**src/gpp_pkg.sv**
```systemverilog
// ----------------------------------------------------------------------------
// gpp_pkg
// Widths, register indexes and reset values shared by the gradient pattern
// pixel packer and its channel interfaces.
// ----------------------------------------------------------------------------
package gpp_pkg;

    localparam int COL_W      = 12;  // pixel_column
    localparam int ROW_W      = 12;  // pixel_row
    localparam int DIM_W      = 13;  // frame_width, frame_height
    localparam int BITS_W     = 4;   // channel bit widths
    localparam int POS_W      = 5;   // channel positions
    localparam int CHAN_W     = 8;   // one color channel before rescaling
    localparam int WORD_W     = 32;  // packed pixel word
    localparam int CFG_IDX_W  = 3;
    localparam int CFG_DATA_W = 13;

    // Coordinate times 255, and the rescale product v*(2^n-1)+127.
    localparam int PROD_W     = COL_W + CHAN_W;
    localparam int MUL_W      = 15;
    localparam int TOP_W      = 7;
    // One quotient bit per divider stage; the ramp quotient stays below 255.
    localparam int QUO_STEPS  = CHAN_W;
    localparam int DIV_CMP_W  = ((PROD_W > DIM_W + QUO_STEPS - 1) ?
                                 PROD_W : DIM_W + QUO_STEPS - 1) + 1;

    localparam int MAX_DIM_DEFAULT = 4096;

    // Configuration register indexes.
    localparam logic [CFG_IDX_W-1:0] REG_FRAME_WIDTH    = 3'd0;
    localparam logic [CFG_IDX_W-1:0] REG_FRAME_HEIGHT   = 3'd1;
    localparam logic [CFG_IDX_W-1:0] REG_RED_BITS       = 3'd2;
    localparam logic [CFG_IDX_W-1:0] REG_RED_POSITION   = 3'd3;
    localparam logic [CFG_IDX_W-1:0] REG_GREEN_BITS     = 3'd4;
    localparam logic [CFG_IDX_W-1:0] REG_GREEN_POSITION = 3'd5;
    localparam logic [CFG_IDX_W-1:0] REG_BLUE_BITS      = 3'd6;
    localparam logic [CFG_IDX_W-1:0] REG_BLUE_POSITION  = 3'd7;

    // Reset values.
    localparam logic [DIM_W-1:0]  RST_FRAME_WIDTH    = 13'd640;
    localparam logic [DIM_W-1:0]  RST_FRAME_HEIGHT   = 13'd480;
    localparam logic [BITS_W-1:0] RST_RED_BITS       = 4'd8;
    localparam logic [POS_W-1:0]  RST_RED_POSITION   = 5'd16;
    localparam logic [BITS_W-1:0] RST_GREEN_BITS     = 4'd8;
    localparam logic [POS_W-1:0]  RST_GREEN_POSITION = 5'd8;
    localparam logic [BITS_W-1:0] RST_BLUE_BITS      = 4'd8;
    localparam logic [POS_W-1:0]  RST_BLUE_POSITION  = 5'd0;

    // Payload of the prep stage and of every divider stage.
    typedef struct packed {
        logic [PROD_W-1:0] rem_red;
        logic [PROD_W-1:0] rem_green;
        logic [CHAN_W-1:0] quo_red;
        logic [CHAN_W-1:0] quo_green;
        logic [CHAN_W-1:0] blue;
        logic              outside;
    } div_stage_t;

    // Payload of the rescale multiply stage.
    typedef struct packed {
        logic [MUL_W-1:0]  prod_red;
        logic [MUL_W-1:0]  prod_green;
        logic [MUL_W-1:0]  prod_blue;
        logic [CHAN_W-1:0] raw_red;
        logic [CHAN_W-1:0] raw_green;
        logic [CHAN_W-1:0] raw_blue;
        logic              outside;
    } mul_stage_t;

endpackage

```
**src/gpp_coord_if.sv**
```systemverilog
// ----------------------------------------------------------------------------
// gpp_coord_if
// Valid/ready channel that carries one pixel coordinate per word.
// ----------------------------------------------------------------------------
interface gpp_coord_if
    import gpp_pkg::*;
();
    logic             valid;
    logic             ready;
    logic [COL_W-1:0] pixel_column;
    logic [ROW_W-1:0] pixel_row;

    modport source (output valid, output pixel_column, output pixel_row, input ready);
    modport sink   (input valid, input pixel_column, input pixel_row, output ready);
endinterface

```
**src/gpp_pixel_if.sv**
```systemverilog
// ----------------------------------------------------------------------------
// gpp_pixel_if
// Valid/ready channel that carries one packed pixel word per word.
// ----------------------------------------------------------------------------
interface gpp_pixel_if
    import gpp_pkg::*;
();
    logic              valid;
    logic              ready;
    logic [WORD_W-1:0] pixel_word;
    logic              outside_frame;

    modport source (output valid, output pixel_word, output outside_frame, input ready);
    modport sink   (input valid, input pixel_word, input outside_frame, output ready);
endinterface

```
**src/gradient_pattern_pixel_packer.sv**
```systemverilog
// ----------------------------------------------------------------------------
// gradient_pattern_pixel_packer
// Test pattern generator: red and green ramps over the frame, blue from the
// coordinate xor, each rescaled to its field width and packed into one word.
// ----------------------------------------------------------------------------
//  Channel   Direction  Payload                       Handshake
//  coord     in         pixel_column, pixel_row       valid/ready
//  pixel     out        pixel_word, outside_frame     valid/ready
//  cfg       in         cfg_index, cfg_data           cfg_wr_en, no back-pressure
//
//  One coordinate word is accepted per cycle while coord.ready is high.
//  The pipeline holds the two restoring dividers, one quotient bit
//  per stage over eight stages, plus a prep, a multiply and a pack stage.
//  Every stage holds its word while the next one is full and stalled, so
//  bubbles are squeezed out and coord.ready only drops when all stages are full.
//  Reset clears the stage valid bits and loads the default configuration.
// ----------------------------------------------------------------------------
module gradient_pattern_pixel_packer
    import gpp_pkg::*;
#(
    parameter int MAX_DIM = MAX_DIM_DEFAULT
)(
    input  logic                  clk,
    input  logic                  rst_n,
    gpp_coord_if.sink             coord,
    gpp_pixel_if.source           pixel,
    input  logic                  cfg_wr_en,
    input  logic [CFG_IDX_W-1:0]  cfg_index,
    input  logic [CFG_DATA_W-1:0] cfg_data
);

    localparam int DIM_CAP = (MAX_DIM > (2**DIM_W - 1)) ? (2**DIM_W - 1) : MAX_DIM;
    localparam logic [DIM_W-1:0] DIM_LIMIT = DIM_W'(DIM_CAP);
    localparam int MUL_IDX = QUO_STEPS + 1;
    localparam int OUT_IDX = QUO_STEPS + 2;
    localparam int NUM_ST  = QUO_STEPS + 3;

    // Exact t/255 for t below 65281.
    function automatic logic [CHAN_W-1:0] div255(input logic [MUL_W-1:0] t);
        logic [MUL_W+1:0] s;
        s = (MUL_W+2)'(t) + (MUL_W+2)'(t >> 8) + (MUL_W+2)'(1);
        return CHAN_W'(s >> 8);
    endfunction

    function automatic logic [CHAN_W-1:0] chan_sel(input logic [MUL_W-1:0]  prod,
                                                   input logic [CHAN_W-1:0] raw,
                                                   input logic [BITS_W-1:0] n);
        logic [CHAN_W-1:0] v;
        if (n == '0)
            v = '0;
        else if (n >= BITS_W'(CHAN_W))
            v = raw;
        else
            v = div255(prod);
        return v;
    endfunction

    function automatic logic [TOP_W-1:0] top_val(input logic [BITS_W-1:0] n);
        logic [CHAN_W-1:0] t;
        t = (CHAN_W'(1) << n[2:0]) - CHAN_W'(1);
        return TOP_W'(t);
    endfunction

    function automatic logic [WORD_W-1:0] place(input logic [CHAN_W-1:0] v,
                                                input logic [POS_W-1:0]  pos);
        logic [WORD_W-1:0] w;
        w = WORD_W'(v) << pos;
        return w;
    endfunction

    // ------------------------------------------------------------------
    // Configuration registers
    // ------------------------------------------------------------------
    logic [DIM_W-1:0]  frame_width_reg,    frame_height_reg;
    logic [BITS_W-1:0] red_bits_reg,       green_bits_reg,     blue_bits_reg;
    logic [POS_W-1:0]  red_position_reg,   green_position_reg, blue_position_reg;

    always_ff @(posedge clk or negedge rst_n)
    begin
        if (!rst_n)
        begin
            frame_width_reg    <= RST_FRAME_WIDTH;
            frame_height_reg   <= RST_FRAME_HEIGHT;
            red_bits_reg       <= RST_RED_BITS;
            red_position_reg   <= RST_RED_POSITION;
            green_bits_reg     <= RST_GREEN_BITS;
            green_position_reg <= RST_GREEN_POSITION;
            blue_bits_reg      <= RST_BLUE_BITS;
            blue_position_reg  <= RST_BLUE_POSITION;
        end
        else if (cfg_wr_en)
        begin
            unique case (cfg_index)
                REG_FRAME_WIDTH:    frame_width_reg    <= cfg_data;
                REG_FRAME_HEIGHT:   frame_height_reg   <= cfg_data;
                REG_RED_BITS:       red_bits_reg       <= cfg_data[BITS_W-1:0];
                REG_RED_POSITION:   red_position_reg   <= cfg_data[POS_W-1:0];
                REG_GREEN_BITS:     green_bits_reg     <= cfg_data[BITS_W-1:0];
                REG_GREEN_POSITION: green_position_reg <= cfg_data[POS_W-1:0];
                REG_BLUE_BITS:      blue_bits_reg      <= cfg_data[BITS_W-1:0];
                REG_BLUE_POSITION:  blue_position_reg  <= cfg_data[POS_W-1:0];
                default: ;
            endcase
        end
    end

    logic [DIM_W-1:0] w_lim, h_lim;

    assign w_lim = (frame_width_reg  > DIM_LIMIT) ? DIM_LIMIT : frame_width_reg;
    assign h_lim = (frame_height_reg > DIM_LIMIT) ? DIM_LIMIT : frame_height_reg;

    // ------------------------------------------------------------------
    // Stage handshake: a stage loads when it is empty or its word moves on.
    // ------------------------------------------------------------------
    logic [NUM_ST-1:0] vld_reg, vld_next;
    logic [NUM_ST:0]   rdy;
    logic [NUM_ST-1:0] up_vld;

    always_comb
    begin
        rdy[NUM_ST] = pixel.ready;
        for (int k = NUM_ST - 1; k >= 0; k--)
            rdy[k] = !vld_reg[k] || rdy[k+1];
        up_vld = {vld_reg[NUM_ST-2:0], coord.valid};
        for (int k = 0; k < NUM_ST; k++)
            vld_next[k] = rdy[k] ? up_vld[k] : vld_reg[k];
    end

    always_ff @(posedge clk or negedge rst_n)
    begin
        if (!rst_n)
            vld_reg <= '0;
        else
            vld_reg <= vld_next;
    end

    assign coord.ready = rdy[0];

    // ------------------------------------------------------------------
    // Prep stage: ramp dividends, blue value and the outside flag.
    // ------------------------------------------------------------------
    div_stage_t div_reg [QUO_STEPS+1];
    div_stage_t prep_next;

    always_comb
    begin
        prep_next.rem_red   = (PROD_W'(coord.pixel_column) << CHAN_W)
                            - PROD_W'(coord.pixel_column);
        prep_next.rem_green = (PROD_W'(coord.pixel_row) << CHAN_W)
                            - PROD_W'(coord.pixel_row);
        prep_next.quo_red   = '0;
        prep_next.quo_green = '0;
        prep_next.blue      = CHAN_W'(coord.pixel_column ^ coord.pixel_row);
        prep_next.outside   = (DIM_W'(coord.pixel_column) >= w_lim)
                           || (DIM_W'(coord.pixel_row)    >= h_lim);
    end

    always_ff @(posedge clk)
    begin
        if (rdy[0])
            div_reg[0] <= prep_next;
    end

    // ------------------------------------------------------------------
    // Divider stages: stage k settles quotient bit QUO_STEPS-k of both ramps.
    // ------------------------------------------------------------------
    for (genvar k = 1; k <= QUO_STEPS; k++)
    begin : g_div
        localparam int SH = QUO_STEPS - k;
        logic [DIV_CMP_W-1:0] dsr_red, dsr_green, rem_red_x, rem_green_x;
        logic                 take_red, take_green;
        div_stage_t           div_next;

        always_comb
        begin
            dsr_red     = DIV_CMP_W'(w_lim) << SH;
            dsr_green   = DIV_CMP_W'(h_lim) << SH;
            rem_red_x   = DIV_CMP_W'(div_reg[k-1].rem_red);
            rem_green_x = DIV_CMP_W'(div_reg[k-1].rem_green);
            take_red    = rem_red_x   >= dsr_red;
            take_green  = rem_green_x >= dsr_green;
            div_next    = div_reg[k-1];
            if (take_red)
                div_next.rem_red = PROD_W'(rem_red_x - dsr_red);
            if (take_green)
                div_next.rem_green = PROD_W'(rem_green_x - dsr_green);
            div_next.quo_red   = {div_reg[k-1].quo_red[CHAN_W-2:0],   take_red};
            div_next.quo_green = {div_reg[k-1].quo_green[CHAN_W-2:0], take_green};
        end

        always_ff @(posedge clk)
        begin
            if (rdy[k])
                div_reg[k] <= div_next;
        end
    end

    // ------------------------------------------------------------------
    // Multiply stage: v*(2^n-1)+127 for each channel.
    // ------------------------------------------------------------------
    mul_stage_t mul_reg, mul_next;

    always_comb
    begin
        mul_next.raw_red    = div_reg[QUO_STEPS].quo_red;
        mul_next.raw_green  = div_reg[QUO_STEPS].quo_green;
        mul_next.raw_blue   = div_reg[QUO_STEPS].blue;
        mul_next.prod_red   = MUL_W'(mul_next.raw_red)   * MUL_W'(top_val(red_bits_reg))
                            + MUL_W'(127);
        mul_next.prod_green = MUL_W'(mul_next.raw_green) * MUL_W'(top_val(green_bits_reg))
                            + MUL_W'(127);
        mul_next.prod_blue  = MUL_W'(mul_next.raw_blue)  * MUL_W'(top_val(blue_bits_reg))
                            + MUL_W'(127);
        mul_next.outside    = div_reg[QUO_STEPS].outside;
    end

    always_ff @(posedge clk)
    begin
        if (rdy[MUL_IDX])
            mul_reg <= mul_next;
    end

    // ------------------------------------------------------------------
    // Pack stage: divide by 255, place the fields and OR them together; an outside pixel gives a zero word.
    // ------------------------------------------------------------------
    logic [WORD_W-1:0] word_reg, word_next;
    logic              outside_reg;

    always_comb
    begin
        word_next = place(chan_sel(mul_reg.prod_red, mul_reg.raw_red, red_bits_reg),
                          red_position_reg)
                  | place(chan_sel(mul_reg.prod_green, mul_reg.raw_green, green_bits_reg),
                          green_position_reg)
                  | place(chan_sel(mul_reg.prod_blue, mul_reg.raw_blue, blue_bits_reg),
                          blue_position_reg);
        if (mul_reg.outside)
            word_next = '0;
    end

    always_ff @(posedge clk)
    begin
        if (rdy[OUT_IDX])
        begin
            word_reg    <= word_next;
            outside_reg <= mul_reg.outside;
        end
    end

    assign pixel.valid         = vld_reg[OUT_IDX];
    assign pixel.pixel_word    = word_reg;
    assign pixel.outside_frame = outside_reg;

    // ------------------------------------------------------------------
    // Assertions
    // ------------------------------------------------------------------
    a_outside_zero: assert property (@(posedge clk) disable iff (!rst_n)
        pixel.valid && pixel.outside_frame |-> pixel.pixel_word == '0)
        else $error("outside pixel carries a nonzero word");

    a_full_when_blocked: assert property (@(posedge clk) disable iff (!rst_n)
        !coord.ready |-> (&vld_reg) && !pixel.ready)
        else $error("input blocked while the pipeline has room");

    a_accept_lands: assert property (@(posedge clk) disable iff (!rst_n)
        coord.valid && coord.ready |=> vld_reg[0])
        else $error("accepted coordinate did not enter the prep stage");

    a_red_rem: assert property (@(posedge clk) disable iff (!rst_n)
        vld_reg[QUO_STEPS] && !div_reg[QUO_STEPS].outside
            |-> DIV_CMP_W'(div_reg[QUO_STEPS].rem_red) < DIV_CMP_W'(w_lim))
        else $error("red ramp remainder not below the divisor");

    a_green_rem: assert property (@(posedge clk) disable iff (!rst_n)
        vld_reg[QUO_STEPS] && !div_reg[QUO_STEPS].outside
            |-> DIV_CMP_W'(div_reg[QUO_STEPS].rem_green) < DIV_CMP_W'(h_lim))
        else $error("green ramp remainder not below the divisor");

endmodule

```
**src/flat_wrapper.sv**
```systemverilog
// flat-port wrapper written by rule: the top's interface ports become plain ports
module gradient_pattern_pixel_packer_flat import gpp_pkg::*;
#(
    parameter int MAX_DIM = MAX_DIM_DEFAULT
)
  (clk, rst_n, cfg_wr_en, cfg_index, cfg_data, coord_valid, coord_pixel_column, coord_pixel_row, coord_ready, pixel_valid, pixel_pixel_word, pixel_outside_frame, pixel_ready);
  gpp_coord_if coord_i ();
  gpp_pixel_if pixel_i ();
  input  logic clk;
  input  logic rst_n;
  input  logic cfg_wr_en;
  input  logic [CFG_IDX_W-1:0] cfg_index;
  input  logic [CFG_DATA_W-1:0] cfg_data;
  input wire logic [$bits(coord_i.valid)-1:0] coord_valid;
  input wire logic [$bits(coord_i.pixel_column)-1:0] coord_pixel_column;
  input wire logic [$bits(coord_i.pixel_row)-1:0] coord_pixel_row;
  output wire logic [$bits(coord_i.ready)-1:0] coord_ready;
  output wire logic [$bits(pixel_i.valid)-1:0] pixel_valid;
  output wire logic [$bits(pixel_i.pixel_word)-1:0] pixel_pixel_word;
  output wire logic [$bits(pixel_i.outside_frame)-1:0] pixel_outside_frame;
  input wire logic [$bits(pixel_i.ready)-1:0] pixel_ready;
  assign coord_i.valid = coord_valid;
  assign coord_i.pixel_column = coord_pixel_column;
  assign coord_i.pixel_row = coord_pixel_row;
  assign coord_ready = coord_i.ready;
  assign pixel_valid = pixel_i.valid;
  assign pixel_pixel_word = pixel_i.pixel_word;
  assign pixel_outside_frame = pixel_i.outside_frame;
  assign pixel_i.ready = pixel_ready;
  gradient_pattern_pixel_packer #(.MAX_DIM(MAX_DIM)) u_core (.clk(clk), .rst_n(rst_n), .coord(coord_i), .pixel(pixel_i), .cfg_wr_en(cfg_wr_en), .cfg_index(cfg_index), .cfg_data(cfg_data));
endmodule
```
**config.mk**
```make
export PLATFORM = sky130hd
export DESIGN_NAME = gradient_pattern_pixel_packer_flat
export DESIGN_NICKNAME = d
export VERILOG_FILES = /design/src/gpp_pkg.sv /design/src/gpp_coord_if.sv /design/src/gpp_pixel_if.sv /design/src/gradient_pattern_pixel_packer.sv /design/src/flat_wrapper.sv
export SDC_FILE = /design/constraint.sdc
export NUM_CORES = 2
export LEC_CHECK = 0
export BUFFER_PORTS_ARGS = -buffer_cell sky130_fd_sc_hd__buf_2
export CAP_MARGIN = 10
export CORE_UTILIZATION = 26
export CTS_CLUSTER_SIZE = 40
export DETAILED_ROUTE_END_ITERATION = 8
export GPL_ROUTABILITY_DRIVEN = 0
export PLACE_DENSITY = 0.38
export SYNTH_ARGS = -nofsm -noshare
export SYNTH_HDL_FRONTEND = slang
export SYNTH_SLANG_ARGS = --single-unit
```
**constraint.sdc**
```tcl
create_clock -name clk -period 10 [get_ports clk]
set_clock_uncertainty 0.2 [all_clocks]
set_input_delay 1.5 -clock clk [delete_from_list [all_inputs] [get_ports clk]]
set_output_delay 1.5 -clock clk [all_outputs]
set_load 0.02 [all_outputs]
```
Word level (Yosys, flattened, before mapping)
Memories as Yosys holds them, arrays and structs flattened.
Index checks and enable logic that the tools add are counted.

storage, ports and cells
  bits in registers = 167
  memory bits (writable) = 585
  input port bits = 45
  word-level logic and storage cells = 178
  memories kept = 1

memories
  memory          words  bits a word  rd ports  clocked after memory_dff  write ports  line                                  text
  u_core.div_reg  9      65           9         0                         9            gradient_pattern_pixel_packer.sv:142  div_stage_t div_reg [QUO_STEPS+1];

operators by class
  add/sub/neg operators = 30
  $mul = 3
  magnitude comparators = 23
  eq/ne operators = 7
  shift-type cells = 6
  multiplexer cells = 42
  bitwise gates (word level) = 3
  reductions and logical operators = 35

operator list
  operator               number
  $mux 20                16
  $shl 8x5->32           3
  $or 32x32->32          2
  $add 15x7->16          3
  $add 16x1->16 const B  3
  $mux 8                 6
  $add 15x7->15 const B  3
  $mul 8x7->15           3
  $ge 20x13->1           2
  $ge 20x14->1           2
  $ge 20x15->1           2
  $ge 20x16->1           2
  $ge 20x17->1           2
  $ge 20x18->1           2
  $ge 20x19->1           2
  $ge 20x20->1           2
  $sub 20x12->20         2
  $sub 20x13->20         2
  $sub 20x14->20         2
  $sub 20x15->20         2
  $sub 20x16->20         2
  $sub 20x17->20         2
  $sub 20x18->20         2
  $sub 20x19->20         2
  17 further kinds       78

Longest topological paths before layout
  depth in word-level cells = 14
  gate-level depth with buffers = 27
  depth with buffers taken out = 24

Worst setup path before layout
No wires, ideal clock.

  path kind = input -> output
  start = in pixel_ready
  end = out coord_ready
  arrival = 7.262 ns
  data required time = 8.300 ns
  path slack = 1.038 ns
  cell stages on the path = 6
  buffers on the path = 0
  cell sequence = nor2b_1 nand2_1 nor2_1 nand3_1 nor2_1 nand4_1

on the way
  longest elaborated chain between the ends = 11

RTL lines
  item                            line                                  text
  start: declaration              flat_wrapper.sv:21                    input wire logic [$bits(pixel_i.ready)-1:0] pixel_ready;
  $logic_or 1x1->1 (2 in series)  gradient_pattern_pixel_packer.sv:123  rdy[k] = !vld_reg[k] || rdy[k+1];
  net u_core.rdy[9]               gradient_pattern_pixel_packer.sv:116  logic [NUM_ST:0] rdy;
  $logic_or 1x1->1 (5 in series)  gradient_pattern_pixel_packer.sv:123
  net u_core.rdy[4]               gradient_pattern_pixel_packer.sv:116
  $logic_or 1x1->1 (4 in series)  gradient_pattern_pixel_packer.sv:123
  end: declaration                flat_wrapper.sv:17                    output wire logic [$bits(coord_i.ready)-1:0] coord_ready;

The timed path passes the listed nets, and every way through them passes these cells.

Final worst setup path
Ends and elaborated chain as after synthesis.

==> flow_summary.ini <==
[global_routing]
grt-ovfl-total = 0
grt_max_degree = 73
grt_pass1_vias = 28800
grt_use_total_pct = 12.8
grt_use_met3_pct = 2.02
grt_busiest_layer = met2
grt_pass1_wl_um = 164000
antenna_found_initial = 6
grt_util_met1_pct = 17.2
grtUsageMet2_pct = 20.9

[logic_synthesis]
seq_area_frac_synth_pct = 45.0
synth-main-ff-cell = edfxtp_1
synth_top_cell_area_share_pct = 41.2
synth_area_leaders = edfxtp_1 (41%), ha_1 (11%), fa_1 (5.7%)
synth.avg_cell_area_um2 = 10.7
ys_ff_latch = 640
synthesis.area_um2 = 42000
yosys-top-cells-count = edfxtp_1 (576), nand2_1 (367), ha_1 (359)
synth.most_common_cell = edfxtp_1
syn_inst = 3914
synth_warnings = 0
synth.distinct_cells = 100
synth-edff-count = 576
yosys.area.top_type = edfxtp_1
ys_async_sr_fraction_pct = 10.0
syn_nets = 4437

[timing]
slew_headroom_pct = 26.4
final_max_slew_viol_count = 0
fin_ws_ps = 3040
fin_crit_ps = 6960
fin_setup_tns_ps = 0
min_period_over_period_pct = 69.6
worstMarginPinSlew_ps = 1100
setup_viol = 0
rsz0062_at_grt = no
final-hold-violation-count = 0
fmax_ghz = 0.144

[drt]
vias = 28500
drt-wirelength-per-cell_um = 16.7
drt_iter0_drc = 1305
wirelength_um = 105000
ant_nets = 0
drc = 0
viasPerCell = 4.55
drtPass1Iterations = 5

[worst_setup_path]
required_ps = 8300
criticalPathCategory = in2out
worstSetupStartpointType = primary input
crit_arrival_ps = 5260
endpoint_kind = output pin
critPathMaxFanout = 72

[cts]
post-cts-setup-buffers = 0
cts-root-buf = clkbuf_16
ctsHoldBuffers = 0
cts_buffers = 83
cts_tree = built
ctsResizeCount = 0
ctsLongestPathBuffers = 3
htreeDepth = 3
clkSinkCount = 640
clk_pin_slew_ps = 50
clock_latency_ps = 690

[die]
fp.dieH_um = 404
start_util_pct = 26.2
io_pins = 80
die-area_um2 = 163000
die_w_um = 404
placementRows = 147
core-area_um2 = 161000

[final_layout]
largest_reg_flops = 473
area_growth_pct = 14.3
multi_input_area_um2 = 21600
drive_above_1_share_pct = 9.78
fin_area_um2 = 48000
nFillCells = 16500
nets = 4544
post-route-util_pct = 29.9
seqCellArea_um2 = 18900

[status]
status = complete, no violations

[placement]
pre_cts_ws_ps = 2830
portBuffers = 79
dpl_cell_area_um2 = 45100
hpwl_um = 79800

[min_path]
hold_path.class = reg2reg

[flow_run]
drv_cap = 0
[layout by cell type (no fill, tap or decap), types with 17 or more instances in the layout]
cell type / n
nor4_1: 29
dfrtp_1: 53
nor2b_1: 96
a211oi_1: 22
and3_1: 32
a31oi_1: 17
buf_2: 78
xnor2_1: 127
o21ai_1: 17
mux2_2: 81
o21ai_0: 193
nor3_1: 84
or2_2: 18
mux2i_1: 38
clkbuf_16: 86
a21o_1: 58
o21a_1: 24
and2_1: 88
fa_1: 119
nand4_1: 38
ha_1: 359
clkbuf_1: 18
o211ai_1: 28
inv_1: 298
o31ai_1: 34
nand3_1: 82
a21boi_0: 30
or3_1: 30
xor2_1: 104
buf_4: 40
a21oi_1: 203
nand2b_1: 67
nand2_1: 364
nor2_1: 251
edfxtp_1: 576
[cell type report]
cell class	instances	area share, %
well taps	2160	5.63
repair buffers	118	1.44
inverters	307	2.40
flip-flops and latches	640	39.4
multi-input cells	2871	45.1
clock buffers	110	4.79
diodes	1	0.00521
clock inverters	44	1.30
[critical path, cell delays in order]
cell     delay [ps]
buf_2           140
nor2b_1         360
nand2_4         570
nor2_1          580
nand3_4         680
nor2_1          620
nand4_1         150
buf_4           350
buf_2           260
[final timing paths]
| kind | to | slack (ps) | start | cells after the start |
|---|---|---|---|---|
| worst max-delay path | coord_ready | 3040 | pixel_ready | 9 |
| worst min-delay path | u_core.div_reg[0][280]$_DFFE_PP_ | 200 | u_core.div_reg[0][214]$_DFFE_PP_ | 0 |
| worst max register to register | u_core.mul_reg[39]$_DFFE_PP_ | 3240 | u_core.blue_bits_reg[2]$_DFFE_PN0P_ | 24 |
| worst min register to register | u_core.div_reg[0][280]$_DFFE_PP_ | 200 | u_core.div_reg[0][214]$_DFFE_PP_ | 0 |
| max in group asynchronous | u_core.frame_width_reg[8]$_DFFE_PN0P_ | 8010 | rst_n | 2 |
| min in group asynchronous | u_core.frame_height_reg[1]$_DFFE_PN0P_ | 500 | rst_n | 1 |
[per-layer routing]
metal	vias up	part of all wire (%)
met4	2	2.7
met1	13500	49
met2	392	46
met3	148	3.0
li1	14400	-
met5	-	0.0076
[stage by stage]
stage | std cells | hold WS [ps]
after global placement | 6096 | 200
after floorplan | 3914 | 200
after CTS | 6250 | 191
after detailed placement | 6096 | 205
final | 6251 | 203
after global routing | 6250 | 206
[kinds of logic (layout without fill, tap and decap cells)]
kind of cell | count (synthesis) | after routing | synth area share [%]
xor gates and xnor gates | 231 | 231 | 4.81
muxes | 122 | 122 | 3.24
buffers and inverters | 403 | 579 | 3.64
other | 0 | 1 | 0
DFF | 640 | 640 | 45.0
AOI/OAI and AO/OA | 774 | 774 | 11.8
and+or+nand+nor | 1266 | 1266 | 15.2
adders and majority gates | 478 | 478 | 16.4
Power is left out: the tool's default activity adds up to more than one toggle a clock period on the data nets, which glitch-free logic cannot reach.
